--- config.mk ---
export PLATFORM = sky130hd
export DESIGN_NAME = aabb_plane_frustum_cull
export DESIGN_NICKNAME = d
export VERILOG_FILES = /design/src/hdl/acfc_pkg.sv /design/src/hdl/acfc_plane_mem.sv /design/src/hdl/acfc_mac.sv /design/src/hdl/aabb_plane_frustum_cull.sv
export SDC_FILE = /design/constraint.sdc
export NUM_CORES = 2
export LEC_CHECK = 0
export BUFFER_PORTS_ARGS = -buffer_cell sky130_fd_sc_hd__buf_2
export CELL_PAD_IN_SITES_DETAIL_PLACEMENT = 0
export CELL_PAD_IN_SITES_GLOBAL_PLACEMENT = 1
export CORE_UTILIZATION = 59
export CTS_BUF_LIST = sky130_fd_sc_hd__clkbuf_4
export DETAILED_ROUTE_END_ITERATION = 8
export HOLD_SLACK_MARGIN = 0.08
export MAX_ROUTING_LAYER = met4
export PLACE_DENSITY_LB_ADDON = 0.1
export SYNTH_ARGS = -nofsm -noshare
export SYNTH_HDL_FRONTEND = slang
export SYNTH_SLANG_ARGS = --single-unit
--- constraint.sdc ---
create_clock -name i_clk -period 30.7 [get_ports i_clk]
set_clock_uncertainty 0.1 [all_clocks]
set_input_delay 6.14 -clock i_clk [delete_from_list [all_inputs] [get_ports i_clk]]
set_output_delay 6.14 -clock i_clk [all_outputs]
set_load 0.01 [all_outputs]
--- src/hdl/acfc_pkg.sv ---
// Shared types, widths, codes and helpers for the box-versus-plane culling block.
package acfc_pkg;

    localparam int COORD_W      = 32;
    localparam int OP_W         = 2;
    localparam int PLANE_IDX_W  = 3;
    localparam int CFG_W        = 4;
    localparam int IN_TDATA_W   = 328;
    localparam int OUT_TDATA_W  = 8;
    localparam int PROD_W       = 2 * COORD_W;
    // three full products plus the scaled offset never leave 66 signed bits
    localparam int ACC_W        = PROD_W + 2;

    localparam int MAX_PLANES_DEF = 8;

    localparam logic [CFG_W-1:0] PLANE_COUNT_RST = 4'd6;

    // multiplying the offset by this yields -(offset << 16)
    localparam logic [COORD_W-1:0] OFFSET_SCALE_NEG = 32'hFFFF_0000;

    localparam logic [OP_W-1:0] OP_STORE    = 2'd0;
    localparam logic [OP_W-1:0] OP_FRUSTUM  = 2'd1;
    localparam logic [OP_W-1:0] OP_STRADDLE = 2'd2;

    typedef struct packed {
        logic [COORD_W-1:0] offset;
        logic [COORD_W-1:0] n_z;
        logic [COORD_W-1:0] n_y;
        logic [COORD_W-1:0] n_x;
    } t_plane;

    typedef struct packed {
        logic               valid;
        logic               first;
        logic [COORD_W-1:0] a;
        logic [COORD_W-1:0] b;
    } t_mac_req;

    // far corner takes max where the normal is non-negative, near corner the opposite
    function automatic logic [COORD_W-1:0] pick_corner(
        input logic [COORD_W-1:0] n,
        input logic [COORD_W-1:0] lo,
        input logic [COORD_W-1:0] hi,
        input logic               far_side
    );
        logic take_max;
        begin
            take_max = far_side ^ n[COORD_W-1];
            return take_max ? hi : lo;
        end
    endfunction

endpackage

--- src/hdl/acfc_plane_mem.sv ---
// Plane slot memory: one write port, one registered read port.
module acfc_plane_mem
    import acfc_pkg::*;
#(
    parameter int DEPTH = MAX_PLANES_DEF,
    parameter int AW    = 3
) (
    input  logic          i_clk,
    input  logic          i_wr_en,
    input  logic [AW-1:0] i_wr_addr,
    input  t_plane        i_wr_data,
    input  logic          i_rd_en,
    input  logic [AW-1:0] i_rd_addr,
    output t_plane        o_rd_data
);

    t_plane r_mem [DEPTH];
    t_plane r_rd_data;

    always_ff @(posedge i_clk) begin
        if (i_wr_en) begin
            r_mem[i_wr_addr] <= i_wr_data;
        end
    end

    always_ff @(posedge i_clk) begin
        if (i_rd_en) begin
            r_rd_data <= r_mem[i_rd_addr];
        end
    end

    assign o_rd_data = r_rd_data;

endmodule

--- src/hdl/acfc_mac.sv ---
// Shared signed multiply-accumulate: registered product, then exact wide accumulate.
module acfc_mac
    import acfc_pkg::*;
(
    input  logic             i_clk,
    input  logic             i_rst_n,
    input  t_mac_req         i_req,
    output logic [ACC_W-1:0] o_acc
);

    logic                     r_prod_valid;
    logic                     r_prod_first;
    logic signed [PROD_W-1:0] r_prod;
    logic signed [PROD_W-1:0] w_prod;
    logic        [ACC_W-1:0]  r_acc;
    logic        [ACC_W-1:0]  w_prod_ext;
    logic        [ACC_W-1:0]  w_base;

    assign w_prod = $signed(i_req.a) * $signed(i_req.b);

    always_ff @(posedge i_clk) begin
        if (!i_rst_n) begin
            r_prod_valid <= 1'b0;
            r_prod_first <= 1'b0;
        end else begin
            r_prod_valid <= i_req.valid;
            r_prod_first <= i_req.first;
        end
    end

    always_ff @(posedge i_clk) begin
        r_prod <= w_prod;
    end

    assign w_prod_ext = {{(ACC_W-PROD_W){r_prod[PROD_W-1]}}, r_prod};
    // restart the sum on the first term of a plane
    assign w_base     = r_prod_first ? '0 : r_acc;

    always_ff @(posedge i_clk) begin
        if (r_prod_valid) begin
            r_acc <= w_base + w_prod_ext;
        end
    end

    assign o_acc = r_acc;

endmodule

--- src/hdl/aabb_plane_frustum_cull.sv ---
// Top level of the box-versus-plane culling block: stream ports, sequencer, plane slots.
//
// Culls axis-aligned boxes (signed Q16.16) against planes. Op 0 writes the word's plane into
// slot plane_index (slots at or above MAX_PLANES are dropped) and answers hit = 0. Op 1 tests
// the box against slots 0 .. plane_count-1 (plane_count saturates at MAX_PLANES, zero answers
// hit = 1) using the far corner of each plane, and answers 0 at the first plane that puts that
// corner behind it. Op 2 answers 1 when the box straddles or touches the word's own plane.
// Op 3 answers 0. Every input word yields exactly one output word with hit in bit 0.
// Distances are exact: three 32x32 products less the offset scaled by 2^16, summed in 66 bits.
// All arithmetic runs through one multiply-accumulate unit, one term per cycle: a plane issues
// four terms, WAIT drains the product and accumulate stages and EVAL reads the sign. Op 1 reads
// one slot per plane visited; op 2 adds a near-corner pass unless the far pass answers 0.
// cfg_ready is always high. s_axis_tready is high only while the sequencer is idle; a finished
// result waits in the output register, so the next word can be taken while the previous result
// is still stalled. Slots must be written before a frustum test reads them. plane_count is to
// be written on the cfg channel only while the block is idle; the block does not enforce this.
module aabb_plane_frustum_cull
    import acfc_pkg::*;
#(
    parameter int MAX_PLANES = MAX_PLANES_DEF
) (
    input  logic                   i_clk,
    input  logic                   i_rst_n,
    // plane_count write channel
    input  logic                   i_cfg_valid,
    output logic                   o_cfg_ready,
    input  logic [CFG_W-1:0]       i_cfg_data,
    // input words
    input  logic                   s_axis_tvalid,
    output logic                   s_axis_tready,
    // plane_index, normal_x, normal_y, normal_z, plane_offset,
    // min_x, min_y, min_z, max_x, max_y, max_z, zero pad
    input  logic [IN_TDATA_W-1:0]  s_axis_tdata,
    // op
    input  logic [OP_W-1:0]        s_axis_tuser,
    // result words
    output logic                   m_axis_tvalid,
    input  logic                   m_axis_tready,
    // hit, zero pad
    output logic [OUT_TDATA_W-1:0] m_axis_tdata
);

    localparam int AW        = (MAX_PLANES > 1) ? $clog2(MAX_PLANES) : 1;
    localparam int CNT_W     = $clog2(MAX_PLANES + 1);
    localparam int IDX_CMP_W = ((AW > PLANE_IDX_W) ? AW : PLANE_IDX_W) + 1;
    localparam int CNT_CMP_W = (CNT_W > CFG_W) ? CNT_W : CFG_W;

    localparam logic [2:0] ST_IDLE  = 3'd0;
    localparam logic [2:0] ST_READ  = 3'd1;
    localparam logic [2:0] ST_ISSUE = 3'd2;
    localparam logic [2:0] ST_WAIT  = 3'd3;
    localparam logic [2:0] ST_EVAL  = 3'd4;
    localparam logic [2:0] ST_DONE  = 3'd5;

    // unpack the input word
    logic [PLANE_IDX_W-1:0] w_plane_index;
    t_plane                 w_in_plane;
    logic [COORD_W-1:0]     w_in_min [3];
    logic [COORD_W-1:0]     w_in_max [3];

    assign w_plane_index     = s_axis_tdata[2:0];
    assign w_in_plane.n_x    = s_axis_tdata[34:3];
    assign w_in_plane.n_y    = s_axis_tdata[66:35];
    assign w_in_plane.n_z    = s_axis_tdata[98:67];
    assign w_in_plane.offset = s_axis_tdata[130:99];
    assign w_in_min[0]       = s_axis_tdata[162:131];
    assign w_in_min[1]       = s_axis_tdata[194:163];
    assign w_in_min[2]       = s_axis_tdata[226:195];
    assign w_in_max[0]       = s_axis_tdata[258:227];
    assign w_in_max[1]       = s_axis_tdata[290:259];
    assign w_in_max[2]       = s_axis_tdata[322:291];

    // control state
    logic [2:0]       r_state, n_state;
    logic [1:0]       r_k, n_k;
    logic [CNT_W-1:0] r_pidx, n_pidx;
    logic             r_far, n_far;
    logic             r_res, n_res;
    logic [OP_W-1:0]  r_op, n_op;
    logic [CFG_W-1:0] r_plane_count;
    logic             r_out_valid, n_out_valid;
    logic             r_hit, n_hit;

    // payload held for the whole item
    t_plane             r_item_plane;
    logic [COORD_W-1:0] r_min [3];
    logic [COORD_W-1:0] r_max [3];

    logic                 w_accept;
    logic                 w_out_free;
    logic [CNT_W-1:0]     w_lim;
    logic [IDX_CMP_W-1:0] w_pidx_ext;
    logic                 w_store_ok;
    t_plane               w_mem_rd;
    t_plane               w_plane;
    logic [COORD_W-1:0]   w_corner [3];
    t_mac_req             w_mac_req;
    logic [ACC_W-1:0]     w_acc;
    logic                 w_neg;
    logic                 w_zero;
    logic                 w_last_plane;

    assign w_accept   = s_axis_tvalid && s_axis_tready;
    assign w_out_free = !r_out_valid || m_axis_tready;

    assign w_lim = (CNT_CMP_W'(r_plane_count) > CNT_CMP_W'(MAX_PLANES)) ?
                   CNT_W'(MAX_PLANES) : CNT_W'(r_plane_count);

    assign w_pidx_ext = IDX_CMP_W'(w_plane_index);
    assign w_store_ok = w_pidx_ext < IDX_CMP_W'(MAX_PLANES);

    acfc_plane_mem #(
        .DEPTH (MAX_PLANES),
        .AW    (AW)
    ) u_plane_mem (
        .i_clk     (i_clk),
        .i_wr_en   (w_accept && (s_axis_tuser == OP_STORE) && w_store_ok),
        .i_wr_addr (w_pidx_ext[AW-1:0]),
        .i_wr_data (w_in_plane),
        .i_rd_en   (r_state == ST_READ),
        .i_rd_addr (r_pidx[AW-1:0]),
        .o_rd_data (w_mem_rd)
    );

    // frustum test walks the slots, straddle test uses the word's own plane
    assign w_plane = (r_op == OP_FRUSTUM) ? w_mem_rd : r_item_plane;

    assign w_corner[0] = pick_corner(w_plane.n_x, r_min[0], r_max[0], r_far);
    assign w_corner[1] = pick_corner(w_plane.n_y, r_min[1], r_max[1], r_far);
    assign w_corner[2] = pick_corner(w_plane.n_z, r_min[2], r_max[2], r_far);

    // one term per cycle into the shared multiply-accumulate
    always_comb begin
        w_mac_req.valid = (r_state == ST_ISSUE);
        w_mac_req.first = (r_k == 2'd0);
        unique case (r_k)
            2'd0: begin
                w_mac_req.a = w_plane.n_x;
                w_mac_req.b = w_corner[0];
            end
            2'd1: begin
                w_mac_req.a = w_plane.n_y;
                w_mac_req.b = w_corner[1];
            end
            2'd2: begin
                w_mac_req.a = w_plane.n_z;
                w_mac_req.b = w_corner[2];
            end
            default: begin
                w_mac_req.a = w_plane.offset;
                w_mac_req.b = OFFSET_SCALE_NEG;
            end
        endcase
    end

    acfc_mac u_mac (
        .i_clk   (i_clk),
        .i_rst_n (i_rst_n),
        .i_req   (w_mac_req),
        .o_acc   (w_acc)
    );

    assign w_neg        = w_acc[ACC_W-1];
    assign w_zero       = (w_acc == '0);
    assign w_last_plane = (CNT_W'(r_pidx + 1'b1) == w_lim);

    // sequencer
    always_comb begin
        n_state     = r_state;
        n_k         = r_k;
        n_pidx      = r_pidx;
        n_far       = r_far;
        n_res       = r_res;
        n_op        = r_op;
        n_out_valid = r_out_valid;
        n_hit       = r_hit;

        if (r_out_valid && m_axis_tready) begin
            n_out_valid = 1'b0;
        end

        unique case (r_state)
            ST_IDLE: begin
                if (w_accept) begin
                    n_op   = s_axis_tuser;
                    n_far  = 1'b1;
                    n_pidx = '0;
                    n_k    = '0;
                    n_res  = 1'b0;
                    n_state = ST_DONE;
                    if (s_axis_tuser == OP_FRUSTUM) begin
                        if (w_lim == '0) begin
                            n_res = 1'b1;
                        end else begin
                            n_state = ST_READ;
                        end
                    end else if (s_axis_tuser == OP_STRADDLE) begin
                        n_state = ST_ISSUE;
                    end
                end
            end
            ST_READ: begin
                n_k     = '0;
                n_state = ST_ISSUE;
            end
            ST_ISSUE: begin
                n_k = r_k + 2'd1;
                if (r_k == 2'd3) begin
                    n_state = ST_WAIT;
                end
            end
            ST_WAIT: begin
                n_state = ST_EVAL;
            end
            ST_EVAL: begin
                n_state = ST_DONE;
                if (r_op == OP_FRUSTUM) begin
                    if (w_neg) begin
                        n_res = 1'b0;
                    end else if (w_last_plane) begin
                        n_res = 1'b1;
                    end else begin
                        n_pidx  = r_pidx + 1'b1;
                        n_state = ST_READ;
                    end
                end else if (r_far) begin
                    // far corner behind the plane: no straddle, skip the near pass
                    if (w_neg) begin
                        n_res = 1'b0;
                    end else begin
                        n_far   = 1'b0;
                        n_k     = '0;
                        n_state = ST_ISSUE;
                    end
                end else begin
                    n_res = w_neg || w_zero;
                end
            end
            ST_DONE: begin
                // hold the result until the output register frees up
                if (w_out_free) begin
                    n_out_valid = 1'b1;
                    n_hit       = r_res;
                    n_state     = ST_IDLE;
                end
            end
            default: begin
                n_state = ST_IDLE;
            end
        endcase
    end

    always_ff @(posedge i_clk) begin
        if (!i_rst_n) begin
            r_state       <= ST_IDLE;
            r_k           <= '0;
            r_pidx        <= '0;
            r_far         <= 1'b1;
            r_res         <= 1'b0;
            r_op          <= OP_STORE;
            r_out_valid   <= 1'b0;
            r_hit         <= 1'b0;
            r_plane_count <= PLANE_COUNT_RST;
        end else begin
            r_state     <= n_state;
            r_k         <= n_k;
            r_pidx      <= n_pidx;
            r_far       <= n_far;
            r_res       <= n_res;
            r_op        <= n_op;
            r_out_valid <= n_out_valid;
            r_hit       <= n_hit;
            if (i_cfg_valid) begin
                r_plane_count <= i_cfg_data;
            end
        end
    end

    always_ff @(posedge i_clk) begin
        if (w_accept) begin
            r_item_plane <= w_in_plane;
            r_min        <= w_in_min;
            r_max        <= w_in_max;
        end
    end

    assign o_cfg_ready   = 1'b1;
    assign s_axis_tready = (r_state == ST_IDLE);
    assign m_axis_tvalid = r_out_valid;
    assign m_axis_tdata  = {{(OUT_TDATA_W-1){1'b0}}, r_hit};

endmodule

==> key figures <==
Logic synthesis
  • Mean Syn Cell Area: approximately 13 sq um
  • Largest family of logic cells by synthesized area: adder cells
  • Post-Synthesis Cells: 7451
  • Most frequent cell after synthesis: edfxtp_1
  • Top cells by count, synth: 1538 x edfxtp_1, 1083 x fa_1, 1055 x inv_1
  • Ys flop type: edfxtp_1
  • Synth Cell Area: around 100000 sq um
  • Mux share of post-synthesis cell area: 0.0806
  • FFs w/ async S/R, synth: 0
  • Synth Register Bits: ~1600
  • Post-Synth Simple-Gate Area: 0.0749
  • Synth unique cells: 90
  • Adder-cell share of the synthesized area: 0.249
  • Syn. warnings: 0
  • XOR/XNOR Fraction of Synth Area: 0.0122
  • Sequential area share after synthesis: 0.479
  • Synth top area share: 0.462
  • Largest cells by area after synthesis: edfxtp_1 46%, fa_1 22%, mux4_2 5.8%
  • EDFF count, synth: 1538
  • Synth Area in Compound Gates: 0.0482
  • Leading area contributor after synthesis: edfxtp_1

Final layout
  • Layout fillers: ~13000
  • Share of cells above drive strength 1: 0.199
  • P&R area growth vs syn: 9.40%
  • Final nets: between 9000 and 10000

GRT
  • GR Util All Layers: 0.337
  • Number of global-route vias before repair: 64853
  • First-pass GRT wire length: 409000 um
  • Initial antenna violation count: 47
  • Largest net degree at the start of global routing: between 100 and 150
  • Grt ovf: 0

Floorplanning
  • Die Footprint: about 170000 sq um
  • Die Ht: a little over 400 um
  • Core area: around 170000 sq um
  • Ports: 350
  • # rows: 150
  • Starting density of the core: 0.596
  • Die width: between 400 and 500 um

Hold path
  • Hold EP: r_op[0]
  • Worst hold start: r_op[0]
  • Hold Path Stages: 2
  • Class of the worst hold path: reg -> reg

Placement
  • Routability cong.: roughly 0.95
  • Hpwl dp: around 190000 um
  • Port bufs: 336

Timing
  • Fin crit period: roughly 13 ns
  • Setup-failing EPs final: 0
  • Worst-margin pin slew: ~1.2 ns
  • Max transition margin: 0.191
  • Final slew viol count: 0
  • Final hold violation count: 0
  • Setup repair after global routing missed its margin: false
  • Worst hold slack: about 0.40 ns
  • Tcrit/Tclk final: 0.407
  • Final TNS setup: 0 ns
  • Fmax: 80.0 MHz

Critical path
  • Data arrival, critical path: roughly 14 ns
  • Required @ worst endpoint: roughly 32 ns
  • Crit-path max cell delay: ~0.95 ns
  • R2r startpoint: r_op[0]
  • Setup crit end kind: flop
  • Reg-to-Reg End: u_mac.r_prod[58]
  • Critical path class: reg -> reg
  • Crit path top cell by count: fa_1
  • FF-to-FF path depth: 32
  • R2R setup slack: around 18 ns
  • Startpoint Class: flop
  • Slowest cell on the critical path: fa_1
  • Top delay family on crit path: adder cells
  • CP Buf/Inv Count: 7
  • Max FO, Critical Path: 32

CTS
  • Clk root buf: clkbuf_4
  • CTS buffer count: slightly above 400
  • Htree depth: 5
  • CTS tree: yes
  • Cts repair resizes: 0
  • Post-CTS setup buffers: 0
  • CTS clock-pin slew for the worst setup and hold paths: ~0.070 ns
  • Clk buf depth: 4
  • CTS Sinks: 1623
  • Hold buffer count at CTS: 0
  • Clk Latency, worst-skew pair: approximately 1.4 ns

Job
  • Max Cap Viol: 0

Drt
  • Routed WL per cell: between 20 and 30 um
  • DRT iter0 DRCs: 5405
  • DRC: 0
  • Vias/cell: ~5.9
  • Drt total wl: 271000 um
  • First-pass detailed-route iteration total: 7
  • ANT nets after route: 0
  • Routed vias: 61963

Outcome
  • Status: finished clean
sequential cells by signal, summed over array words and instances (netlist names), 2 cells and up:
| signal | cells |
|---|---|
| r_pidx | 4 |
| r_item_plane | 128 |
| u_mac.r_prod | 64 |
| r_state | 3 |
| u_plane_mem.r_mem | 1024 |
| u_plane_mem.o_rd_data | 128 |
| r_plane_count | 4 |
| r_min | 96 |
| r_op | 2 |
| r_max | 96 |
| u_mac.o_acc | 66 |
| r_k | 2 |
kinds of logic after synthesis:
| kind of cell | count (synthesis) |
|---|---|
| AO/OA/AOI/OAI | 687 |
| XOR/XNOR | 138 |
| adder cells (fa/ha/maj) | 1338 |
| buffers and inverters | 1447 |
| flip-flops | 1623 |
| multiplexers | 458 |
| other | 2 |
| AND/OR/NAND/NOR | 1758 |
stage by stage:
| step | cells | worst slack [ns] | utilization | instance area (sq um) |
|---|---|---|---|---|
| after global routing | 10485 | 17.75 | 0.652 | 109000 |
| after global placement | 9744 | 18.20 | 0.622 | 104000 |
| after CTS | 10452 | 18.19 | 0.652 | 109000 |
| final | 10491 | 18.20 | 0.652 | 109000 |
| after floorplan | 7457 | 14.62 | - | 99900 |
| after detailed placement | 9744 | 18.17 | 0.622 | 104000 |
worst register-to-register path, delay by kind of cell (launching register included):
kind                       cells  cell delay [ns]
adders and majority gates      9             4.91
buffers and inverters          7             1.68
muxes                          2             0.92
xor gates and xnor gates       2             0.31
and+or+nand+nor                5             1.98
AOI/OAI and AO/OA              7             2.13
DFF                            1             0.36
final cells by class:
class	count	area, sq um	share of cell area
multi-input cells	4387	46800	0.428
clock buffers	598	4490	0.0411
inverters	1056	3970	0.0363
clock inverters	110	517	0.00473
diodes	39	97.6	0.000893
repair buffers	474	2760	0.0252
flip-flops and latches	1623	47900	0.438
well taps	2204	2760	0.0252
metal layers:
metal | track usage | routed length (um) | up-vias
met1 | 0.437 | 106000 | 32033
met2 | 0.537 | 134000 | 2788
met3 | 0.0711 | 23200 | 486
met4 | 0.107 | 8490 | 0
li1 | - | - | 26656
met5 | - | 0 | -
cell usage in the layout (no fill, tap or decap), drive strengths merged, types with 41 or more instances in the layout:
cell type	instances
a211oi	49
a21o	99
a21oi	177
a222oi	67
and2	69
buf	474
clkbuf	598
clkinv	100
dfxtp	85
edfxtp	1538
fa	1083
ha	255
inv	1062
mux2	192
mux4	257
nand2	847
nor2	538
nor2b	91
nor3	48
o21ai	102
xnor2	97
xor2	41
worst max-delay path by stage:
stage / startpoint / cells after the start / slack [ns] / endpoint
after global placement: r_op[0] / 32 / 18.20 / u_mac.r_prod[58]
after CTS: r_op[0] / 30 / 18.19 / u_mac.r_prod[61]
after global routing: r_op[0] / 30 / 17.75 / u_mac.r_prod[61]
after detailed placement: r_op[0] / 30 / 18.17 / u_mac.r_prod[61]
after floorplan: s_axis_tvalid / 4 / 14.62 / u_plane_mem.r_mem[0][0]
final: r_op[0] / 32 / 18.20 / u_mac.r_prod[58]
Power is left out: the tool's default activity adds up to more than one toggle a clock period on the data nets, which glitch-free logic cannot reach.
